## src/design/mcc_pkg.sv

```systemverilog
// shared types, character codes and letter code tables for the morse codec
package mcc_pkg;

	localparam int NUM_LETTERS = 26;
	localparam int MAX_SYMBOLS = 4;
	localparam int BURST_LEN   = 5;

	localparam logic [7:0] CH_DOT   = 8'h2E;
	localparam logic [7:0] CH_DASH  = 8'h2D;
	localparam logic [7:0] CH_SPACE = 8'h20;
	localparam logic [7:0] CH_SLASH = 8'h2F;
	localparam logic [7:0] LOWER_A  = 8'd97;
	localparam logic [7:0] LOWER_Z  = 8'd122;
	localparam logic [7:0] CASE_BIT = 8'h20;

	typedef enum logic [0:0] {
		MODE_ENCODE = 1'b0,
		MODE_DECODE = 1'b1
	} mode_t;

	typedef struct packed {
		logic [BURST_LEN-1:0][7:0] chars;
		logic [2:0]                count;
	} burst_t;

	typedef struct packed {
		logic [3:0] symbols;
		logic [2:0] length;
		logic       invalid;
		logic       is_slash;
	} token_t;

	function automatic logic [2:0] code_len(input logic [4:0] idx);
		logic [2:0] len;
		unique case (idx)
			5'd4, 5'd19: len = 3'd1;
			5'd0, 5'd8, 5'd12, 5'd13: len = 3'd2;
			5'd3, 5'd6, 5'd10, 5'd14, 5'd17, 5'd18, 5'd20, 5'd22: len = 3'd3;
			5'd1, 5'd2, 5'd5, 5'd7, 5'd9, 5'd11, 5'd15, 5'd16, 5'd21, 5'd23,
			5'd24, 5'd25: len = 3'd4;
			default: len = 3'd0;
		endcase
		return len;
	endfunction

	function automatic logic [3:0] code_bits(input logic [4:0] idx);
		logic [3:0] bits;
		unique case (idx)
			5'd0:  bits = 4'd2;
			5'd1:  bits = 4'd1;
			5'd2:  bits = 4'd5;
			5'd3:  bits = 4'd1;
			5'd4:  bits = 4'd0;
			5'd5:  bits = 4'd4;
			5'd6:  bits = 4'd3;
			5'd7:  bits = 4'd0;
			5'd8:  bits = 4'd0;
			5'd9:  bits = 4'd14;
			5'd10: bits = 4'd5;
			5'd11: bits = 4'd2;
			5'd12: bits = 4'd3;
			5'd13: bits = 4'd1;
			5'd14: bits = 4'd7;
			5'd15: bits = 4'd6;
			5'd16: bits = 4'd11;
			5'd17: bits = 4'd2;
			5'd18: bits = 4'd0;
			5'd19: bits = 4'd1;
			5'd20: bits = 4'd4;
			5'd21: bits = 4'd8;
			5'd22: bits = 4'd6;
			5'd23: bits = 4'd9;
			5'd24: bits = 4'd13;
			5'd25: bits = 4'd3;
			default: bits = 4'd0;
		endcase
		return bits;
	endfunction

endpackage

```

## src/design/morse_code_codec_top.sv

```systemverilog
// top level of the morse codec: input register, encoder, decoder, result buffer
//
// Input channel in_valid/in_ready carries one byte (in_char) and an end of line
// flag per beat. Output channel out_valid/out_ready carries one character per
// beat; last_of_run marks the final beat caused by one input byte. Bytes that
// cause nothing send no beat. cfg_valid/cfg_ready writes direction_mode from
// cfg_data (0 encode, 1 decode); write it only while the block is idle.
// An accepted byte waits in the input register until the result buffer is free,
// then its whole burst is formed in one pass and loaded into the result buffer,
// which offers its first beat. Encoding a letter gives up to five beats, and
// decoding gives at most one beat per byte. The byte rate is thus set by the
// burst length and the result buffer, which sends one beat per cycle while
// out_ready is high.
// The next byte is taken while a burst still drains. When the receiver stalls,
// the buffer holds its beat, then the input register fills and in_ready drops.
// Reset clears the mode to encode, the pending token and all valid flags.
module morse_code_codec_top (
	input  logic       clk,
	input  logic       arst_n,
	input  logic       in_valid,
	output logic       in_ready,
	input  logic [7:0] in_char,
	input  logic       end_of_line,
	output logic       out_valid,
	input  logic       out_ready,
	output logic [7:0] out_char,
	output logic       last_of_run,
	input  logic       cfg_valid,
	output logic       cfg_ready,
	input  logic       cfg_data
);

	mcc_pkg::mode_t  direction_mode_q;
	logic [7:0]      char_s1;
	logic            eol_s1;
	logic            v_s1;
	logic            free;
	logic            transfer;
	mcc_pkg::burst_t enc_burst;
	mcc_pkg::burst_t dec_burst;
	mcc_pkg::burst_t burst;
	logic            is_decode;

	assign cfg_ready = 1'b1;
	assign is_decode = (direction_mode_q == mcc_pkg::MODE_DECODE);
	assign transfer  = v_s1 && free;
	assign in_ready  = !v_s1 || transfer;
	assign burst     = is_decode ? dec_burst : enc_burst;

	always_ff @(posedge clk or negedge arst_n) begin
		if (!arst_n) begin
			direction_mode_q <= mcc_pkg::MODE_ENCODE;
		end else if (cfg_valid && cfg_ready) begin
			direction_mode_q <= mcc_pkg::mode_t'(cfg_data);
		end
	end

	always_ff @(posedge clk or negedge arst_n) begin
		if (!arst_n) begin
			v_s1 <= 1'b0;
		end else if (in_valid && in_ready) begin
			v_s1 <= 1'b1;
		end else if (transfer) begin
			v_s1 <= 1'b0;
		end
	end

	always_ff @(posedge clk) begin
		if (in_valid && in_ready) begin
			char_s1 <= in_char;
			eol_s1  <= end_of_line;
		end
	end

	mcc_encoder u_encoder (
		.in_char (char_s1),
		.burst   (enc_burst)
	);

	mcc_decoder u_decoder (
		.clk         (clk),
		.arst_n      (arst_n),
		.advance     (transfer && is_decode),
		.in_char     (char_s1),
		.end_of_line (eol_s1),
		.burst       (dec_burst)
	);

	mcc_serializer u_serializer (
		.clk         (clk),
		.arst_n      (arst_n),
		.load        (transfer && burst.count != 3'd0),
		.burst       (burst),
		.free        (free),
		.out_valid   (out_valid),
		.out_ready   (out_ready),
		.out_char    (out_char),
		.last_of_run (last_of_run)
	);

`ifndef SYNTHESIS
	// a held byte stays until it moves on
	a_hold_s1: assert property (@(posedge clk) disable iff (!arst_n)
		v_s1 && !in_ready |=> v_s1)
		else $error("input register dropped a byte");

	// a burst is never cut short
	a_run_whole: assert property (@(posedge clk) disable iff (!arst_n)
		out_valid && out_ready && !last_of_run |=> out_valid)
		else $error("burst ended before its last beat");

	// only symbols and the word mark come before the last beat of a burst
	a_mid_char: assert property (@(posedge clk) disable iff (!arst_n)
		out_valid && !last_of_run |->
		out_char == mcc_pkg::CH_DOT || out_char == mcc_pkg::CH_DASH ||
		out_char == mcc_pkg::CH_SLASH)
		else $error("unexpected character inside a burst");
`endif

endmodule

```

## src/design/mcc_encoder.sv

```systemverilog
// letter and space to dot/dash character burst
module mcc_encoder (
	input  logic [7:0]      in_char,
	output mcc_pkg::burst_t burst
);

	logic [7:0] lower;
	logic [7:0] diff;
	logic [4:0] idx;
	logic [2:0] len;
	logic [3:0] bits;
	logic       is_letter;

	assign lower     = in_char | mcc_pkg::CASE_BIT;
	assign is_letter = (lower >= mcc_pkg::LOWER_A) && (lower <= mcc_pkg::LOWER_Z);
	assign diff      = lower - mcc_pkg::LOWER_A;
	assign idx       = diff[4:0];
	assign len       = mcc_pkg::code_len(idx);
	assign bits      = mcc_pkg::code_bits(idx);

	always_comb begin
		burst = '0;
		if (in_char == mcc_pkg::CH_SPACE) begin
			burst.chars[0] = mcc_pkg::CH_SLASH;
			burst.chars[1] = mcc_pkg::CH_SPACE;
			burst.count    = 3'd2;
		end else if (is_letter) begin
			for (int i = 0; i < mcc_pkg::BURST_LEN; i++) begin
				if (3'(i) < len) begin
					burst.chars[i] = bits[i % mcc_pkg::MAX_SYMBOLS] ?
						mcc_pkg::CH_DASH : mcc_pkg::CH_DOT;
				end else if (3'(i) == len) begin
					burst.chars[i] = mcc_pkg::CH_SPACE;
				end
			end
			burst.count = len + 3'd1;
		end
	end

endmodule

```

## src/design/mcc_decoder.sv

```systemverilog
// token register and dot/dash token to letter lookup
module mcc_decoder (
	input  logic            clk,
	input  logic            arst_n,
	input  logic            advance,
	input  logic [7:0]      in_char,
	input  logic            end_of_line,
	output mcc_pkg::burst_t burst
);

	mcc_pkg::token_t tok_q;
	mcc_pkg::token_t upd;
	mcc_pkg::token_t src;
	mcc_pkg::token_t nxt;
	logic            is_space;
	logic            closing;
	logic            found;
	logic [7:0]      letter;

	assign is_space = (in_char == mcc_pkg::CH_SPACE);
	assign closing  = is_space || end_of_line;

	// token after taking this byte
	always_comb begin
		upd = tok_q;
		if (in_char == mcc_pkg::CH_DOT || in_char == mcc_pkg::CH_DASH) begin
			if (!tok_q.invalid) begin
				if (tok_q.is_slash || tok_q.length >= 3'(mcc_pkg::MAX_SYMBOLS)) begin
					upd.invalid = 1'b1;
				end else begin
					if (in_char == mcc_pkg::CH_DASH) begin
						upd.symbols = tok_q.symbols | (4'b0001 << tok_q.length[1:0]);
					end
					upd.length = tok_q.length + 3'd1;
				end
			end
		end else if (in_char == mcc_pkg::CH_SLASH) begin
			if (tok_q.length == 3'd0 && !tok_q.is_slash && !tok_q.invalid) begin
				upd.is_slash = 1'b1;
			end else begin
				upd.invalid = 1'b1;
			end
		end else begin
			upd.invalid = 1'b1;
		end
	end

	assign src = is_space ? tok_q : upd;
	assign nxt = closing ? '0 : upd;

	always_comb begin
		found  = 1'b0;
		letter = '0;
		for (int i = 0; i < mcc_pkg::NUM_LETTERS; i++) begin
			if (!found && mcc_pkg::code_len(5'(i)) == src.length &&
				mcc_pkg::code_bits(5'(i)) == src.symbols) begin
				found  = 1'b1;
				letter = mcc_pkg::LOWER_A + 8'(i);
			end
		end
	end

	always_comb begin
		burst = '0;
		if (closing && !src.invalid) begin
			if (src.is_slash) begin
				burst.chars[0] = mcc_pkg::CH_SPACE;
				burst.count    = 3'd1;
			end else if (src.length != 3'd0 && found) begin
				burst.chars[0] = letter;
				burst.count    = 3'd1;
			end
		end
	end

	always_ff @(posedge clk or negedge arst_n) begin
		if (!arst_n) begin
			tok_q <= '0;
		end else if (advance) begin
			tok_q <= nxt;
		end
	end

endmodule

```

## src/design/mcc_serializer.sv

```systemverilog
// result buffer that sends one character beat per cycle while out_ready is high
module mcc_serializer (
	input  logic            clk,
	input  logic            arst_n,
	input  logic            load,
	input  mcc_pkg::burst_t burst,
	output logic            free,
	output logic            out_valid,
	input  logic            out_ready,
	output logic [7:0]      out_char,
	output logic            last_of_run
);

	logic [mcc_pkg::BURST_LEN-1:0][7:0] buf_q;
	logic [2:0]                         cnt_q;
	logic [2:0]                         idx_q;
	logic                               valid_q;
	logic                               last;

	assign last        = (idx_q == cnt_q - 3'd1);
	assign out_valid   = valid_q;
	assign out_char    = buf_q[idx_q];
	assign last_of_run = last;
	assign free        = !valid_q || (out_ready && last);

	always_ff @(posedge clk or negedge arst_n) begin
		if (!arst_n) begin
			valid_q <= 1'b0;
			idx_q   <= '0;
		end else if (load) begin
			valid_q <= 1'b1;
			idx_q   <= '0;
		end else if (valid_q && out_ready) begin
			if (last) begin
				valid_q <= 1'b0;
			end else begin
				idx_q <= idx_q + 3'd1;
			end
		end
	end

	always_ff @(posedge clk) begin
		if (load) begin
			buf_q <= burst.chars;
			cnt_q <= burst.count;
		end
	end

endmodule
```

## config.mk

```make
export PLATFORM = sky130hd
export DESIGN_NAME = morse_code_codec_top
export DESIGN_NICKNAME = d
export VERILOG_FILES = /design/src/design/mcc_pkg.sv /design/src/design/morse_code_codec_top.sv /design/src/design/mcc_encoder.sv /design/src/design/mcc_decoder.sv /design/src/design/mcc_serializer.sv
export SDC_FILE = /design/constraint.sdc
export NUM_CORES = 1
export LEC_CHECK = 0
export BUFFER_PORTS_ARGS = -buffer_cell sky130_fd_sc_hd__buf_4
export CAP_MARGIN = 30
export CORE_MARGIN = 2
export CORE_UTILIZATION = 49
export DETAILED_ROUTE_END_ITERATION = 8
export GPL_TIMING_DRIVEN = 0
export PLACE_DENSITY = 0.69
export SYNTH_ARGS = -nofsm -noshare
export SYNTH_HDL_FRONTEND = slang
export SYNTH_SLANG_ARGS = --single-unit
```

## constraint.sdc

```tcl
create_clock -name clk -period 6.1 [get_ports clk]
set_clock_uncertainty 0.05 [all_clocks]
set_input_delay 0.305 -clock clk [delete_from_list [all_inputs] [get_ports clk]]
set_output_delay 0.305 -clock clk [all_outputs]
set_load 0.01 [all_outputs]
```

After elaboration in Yosys (flattened, before gate mapping)
Memory sizes are Yosys's and may differ from the RTL's. Index checks and enable logic that the tools add are counted.

Memories kept: 2. Register bits after elaboration: 67. Output and inout bits: 12. Input port bits: 15. Logic and storage cells: 265. Memory bits (read-only): 224.

Memory list: (no name shown) (depth 32, width 4, read ports 1, clocked after memory_dff 0, wr ports 0, RTL line mcc_pkg.sv:48) `unique case (idx)`; (no name shown) (depth 32, width 3, read ports 1, clocked after memory_dff 0, wr ports 0, RTL line mcc_pkg.sv:35) `unique case (idx)`.

$add $sub $neg: 5. Reductions and logical operators: 108. Shift-type cells: 1. Bitwise logic cells: 2. Mux-type cells: 95. Equal/unequal tests: 26. Order comparisons: 9.

Operators with widths (number): two-way mux 7 bit (28); logical AND 1 bit (62); two-way mux 6 bit (9); two-way mux 1 bit (38); two-way mux 17 bit (2); two-way mux 11 bit (3); equality test 8 x 6 -> 1 bit (second input constant) (4); zero test 1 bit (30); binary-select mux 8 bit (select 3 bit) (1); two-way mux 8 bit (3); equality test 4 bit (first input constant) (5); two-way mux 9 bit (2); equality test 3 x 4 -> 1 bit (first input constant) (4); equality test 2 x 3 -> 1 bit (first input constant) (4); two-way mux 10 bit (1); adder 3 x 1 -> 3 bit (second input constant) (3); two-way mux 3 bit (3); equality test 2 x 4 -> 1 bit (first input constant) (2); greater-or-equal comparator 8 x 7 -> 1 bit (second input constant) (1); <= comparator 8 x 7 -> 1 bit (second input constant) (1); two-way mux 2 bit (4); equality test 1 x 3 -> 1 bit (first input constant) (2); equality test 3 bit (first input constant) (2); zero test 3 bit (2); 20 further kinds (30).

Depth between registers and ports, before layout
Depth after elaboration: 119. Depth in mapped cells: 16. Depth with buffers taken out: 14.

Cells and area by module
Synthesis repeated with hierarchy kept, for this count alone.

Cells, all modules: 596. Area, all modules: 5845.6 um^2.

Modules (own cells, without submodules): mcc_serializer (area each 1921.8 um^2, times used 1, sequential area each 1391.3 um^2, cells an instance 109); mcc_decoder (area each 1589.0 um^2, times used 1, sequential area each 225.2 um^2, cells an instance 218); mcc_encoder (area each 1433.9 um^2, times used 1, sequential area each 0.0 um^2, cells an instance 202); morse_code_codec_top (area each 900.9 um^2, times used 1, sequential area each 320.3 um^2, cells an instance 67).

Worst setup path after synthesis
Ideal clock, no wire load.

Path kind: flip-flop to flip-flop. From: register char_s1[0]. To: register u_serializer.buf_q[0] (netlist bit), enable pin. Cell stages (with the launch flop): 17. Clock period less this slack: 4.527 ns. Path buffers: 2. Slack: 1.573 ns. Required time: 5.666 ns. Setup time: 0.384 ns. Arrival: 4.093 ns. Cells stage by stage: edfxtp_1 -> clkbuf_1 -> inv_1 -> ha_1 -> clkbuf_1 -> inv_1 -> o21ai_0 -> o2111ai_1 -> o31ai_1 -> inv_1 -> ha_1 -> inv_1 -> or2_2 -> a21oi_1 -> a31oi_1 -> a31oi_2 -> and2_1.

RTL lines: start: declaration (RTL line morse_code_codec_top.sv:34) `logic [7:0] char_s1;`; start signal: assignment (RTL line morse_code_codec_top.sv:70) `char_s1 <= in_char;`; end signal: assignment (RTL line mcc_serializer.sv:44) `buf_q <= burst.chars;`; end: declaration (RTL line mcc_serializer.sv:14) `logic [mcc_pkg::BURST_LEN-1:0][7:0] buf_q;`.

==> impl_metrics.env <==
export IMPL_grt_max_degree=24
export IMPL_syn_inst=403
export IMPL_postRouteWirelength_um=8370
export IMPL_ys_flop_type="edfxtp_1"
export IMPL_max_freq_ghz=0.197
export IMPL_tritoncts="done"
export IMPL_critical_path_startpoint_type="register"
export IMPL_crit_path_frequent_cell="inv_1"
export IMPL_synth_area_leaders="edfxtp_1 27%, dfrtp_1 10%, ha_1 5.4%, nor2_1 4.1%, a21oi_1 4.0%"
export IMPL_regArea_sq_mm=0.00140
export IMPL_multi_input_area_sq_mm=0.00210
export IMPL_setup_viol=0
export IMPL_cp_depth=17
export IMPL_die_h_um=91.1
export IMPL_worst_path_max_fanout=23
export IMPL_r2r_cells=17
export IMPL_worst_slew_pin_slew_ns=0.746
export IMPL_synth_seq_area_share_pct=37.6
export IMPL_yosysUniqueCellTypes=69
export IMPL_via_per_inst=6.01
export IMPL_drv_slew=0
export IMPL_core_area_sq_mm=0.00729
export IMPL_worst_slack_ns=1.02
export IMPL_rows=31
export IMPL_die_area_sq_mm=0.00830
export IMPL_cts_buffers=5
export IMPL_grt_pass1_wl_um=14200
export IMPL_cts_root_buf="clkbuf_8"
export IMPL_layoutNonFillerInstCount=536
export IMPL_clk_pin_slew_ns=0.09
export IMPL_antenna_cells=0
export IMPL_start_util_pct=51.0
export IMPL_io_buffers=24
export IMPL_crit_path_end_kind="register"
export IMPL_final_nets=467
export IMPL_cp_slowest_cell="o31ai_1"
export IMPL_min_to="eol_s1$_DFFE_PP_"
export IMPL_place_inst=527
export IMPL_dr_pass1_iters=5
export IMPL_vdd_drop_max_v=0.000111
export IMPL_clock_path_buffers=2
export IMPL_drtAntennaViolNets=0
export IMPL_ios=27
export IMPL_area_growth_pct=11.5
export IMPL_cap_violations=0
export IMPL_crit_buf_inv=7
export IMPL_holdPathStages=1
export IMPL_finalCritPeriodShare_pct=83.3
export IMPL_r2r_slack_ns=1.02
export IMPL_crit_family="compound AO/OA/AOI/OAI gates"
export IMPL_grt_overflow=0
export IMPL_drt_iter0_drc=340
export IMPL_grt_pass1_vias=2976
export IMPL_gp_congestion=0.911
export IMPL_layout_commonest_cell="nor2_1"
export IMPL_placed_cell_area_sq_mm=0.00405
export IMPL_h_tree_depth=2
export IMPL_worstPathArrival_ns=5.06
export IMPL_drc=0
export IMPL_cts_sinks=49
export IMPL_synth_edf_count=34
export IMPL_layout_common_cells="41 x nor2_1, 34 x edfxtp_1, 32 x nand2_1, 30 x a21oi_1, 27 x buf_4"
export IMPL_cts_setup_buffers=0
export IMPL_max_stage_delay_ns=0.59
export IMPL_dp_hpwl_um=6320
export IMPL_pwr_density_cell_mw_per_mm2=253
export IMPL_synth_top_area_share_pct=27.5
export IMPL_critical_path_reg2reg_endpoint="u_serializer.buf_q[25]$_SDFFCE_PP0P_"
export IMPL_finalCriticalPeriod_ns=5.08
export IMPL_drive_gt1_share_pct=15.1
export IMPL_crit_start="char_s1[0]$_DFFE_PP_"
export IMPL_synth_area_sq_mm=0.00372
export IMPL_rsz0062_at_grt="no"
export IMPL_place_ws_ns=1.05
export IMPL_status="completed"
export IMPL_worstPathRequired_ns=6.07
export IMPL_synth_area_leader_cell="edfxtp_1"
export IMPL_min_path_type="primary input to register"
export IMPL_worstHoldStart="end_of_line"
export IMPL_crit_type="register to register"
export IMPL_hold_viol=0
export IMPL_vias=3221
export IMPL_path_cells="clkbuf_1, inv_1, ha_1, clkbuf_1, inv_1, o21ai_0, o2111ai_1, o31ai_1, inv_1, ha_1, inv_1, or2_2, a21oi_1, a31oi_1, a31oi_2, and2_1, buf_16"
export IMPL_synth_warnings=0
export IMPL_leakage_nw=1.66
export IMPL_avgRoutedWirePerCell_um=15.6
export IMPL_reg2reg_from="char_s1[0]$_DFFE_PP_"
export IMPL_slew_headroom_pct=49.6
export IMPL_grt_util_all_layers_pct=20.7
export IMPL_fin_area_sq_mm=0.00414
export IMPL_synth_fp_nets=434
export IMPL_fill_cells=691
export IMPL_async_flop_share_pct=30.6
export IMPL_die_x_um=91.1
export IMPL_clk_latency_ns=0.31
export IMPL_ys_ff_latch=49
export IMPL_fin_tns_setup_ns=0
export IMPL_antenna_found_initial=0
export IMPL_syn_mean_instance_area_sq_um=9.22
## Yosys cell counts (3+ instances only)
library cell / count
or3_1: 6
nand2_1: 32
a31oi_1: 6
inv_1: 22
nor2b_1: 6
nor2_1: 41
o31a_1: 3
dfrtp_1: 15
o211ai_1: 5
clkbuf_1: 11
o311ai_0: 4
o22ai_1: 5
a21o_1: 5
ha_1: 16
nand4_1: 5
buf_2: 8
mux2i_1: 7
a32o_1: 3
mux4_2: 3
buf_6: 3
o21ai_0: 17
buf_4: 3
a211oi_1: 3
xnor2_1: 6
nor3_1: 14
a21oi_1: 30
edfxtp_1: 34
o31ai_1: 5
and2_1: 10
nand3_1: 17
nand2b_1: 3
mux2_2: 3
## sequential cells by signal (all words and copies together) (netlist names)
register                count
v_s1                        1
u_serializer.idx_q          3
eol_s1                      1
u_serializer.buf_q         22
char_s1                     8
u_serializer.out_valid      1
u_decoder.tok_q             9
direction_mode_q            1
u_serializer.cnt_q          3
## report_power, final
part	internal (mW)	switching, mW	total [mW]
combinational	0.191	0.255	0.446
sequential	0.388	0.0231	0.411
clock	0.0818	0.108	0.190
total	0.661	0.386	1.05
## cell families (layout without fill, tap and decap cells)
logic type / Yosys count / in the layout / share of synthesized area (%)
buf+inv: 47 / 81 / 5.93
simple gates: 152 / 152 / 21.7
fa+ha+maj: 16 / 16 / 5.39
mux: 14 / 14 / 5.32
flops: 49 / 49 / 37.6
compound gates: 114 / 114 / 21.4
other cells: 2 / 2 / 0.202
xor+xnor: 9 / 9 / 2.53
## metal layers
metal	up-vias	global-route usage, %	share of wire, %
met5	-	0	0
met4	0	4.80	1.3
met3	14	2.49	5.7
met2	128	33.3	47
met1	1505	30.0	46
li1	1574	-	-
## stage by stage
step	hold WS, ns	util, %	power, mW
after floorplan	-0.0406	-	0.730
after global placement	0.125	55.1	0.849
after detailed placement	0.126	55.5	0.860
after CTS	0.119	56.8	1.05
after global routing	0.117	56.8	1.12
final	0.120	56.8	1.05
## repair_timing
item / in CTS / in global routing
hold buffers: 1 / 0
resized for setup: 0 / 0
endpoints found under the hold margin: 15 / 0
## final cells by class
type	instances	area share (%)
Multi-Input combinational cell	307	50.7
Inverter	22	1.99
Sequential cell	49	33.7
Clock buffer	6	1.75
Buffer	25	3.32
Tap cell	99	2.99
Clock inverter	2	0.332
Timing Repair Buffer	26	5.25
## how the worst max path moves through the flow
stage | to | slack, ns
after floorplan | u_serializer.buf_q[0]$_DFFE_PP_ | 1.57
after global placement | u_serializer.buf_q[0]$_DFFE_PP_ | 0.59
after detailed placement | u_serializer.buf_q[16]$_SDFFCE_PP0P_ | 1.05
after CTS | u_serializer.buf_q[25]$_SDFFCE_PP0P_ | 1.06
after global routing | u_serializer.buf_q[33]$_SDFFCE_PP0P_ | 0.64
final | u_serializer.buf_q[25]$_SDFFCE_PP0P_ | 1.02
Power figures use the tool's default switching activity.
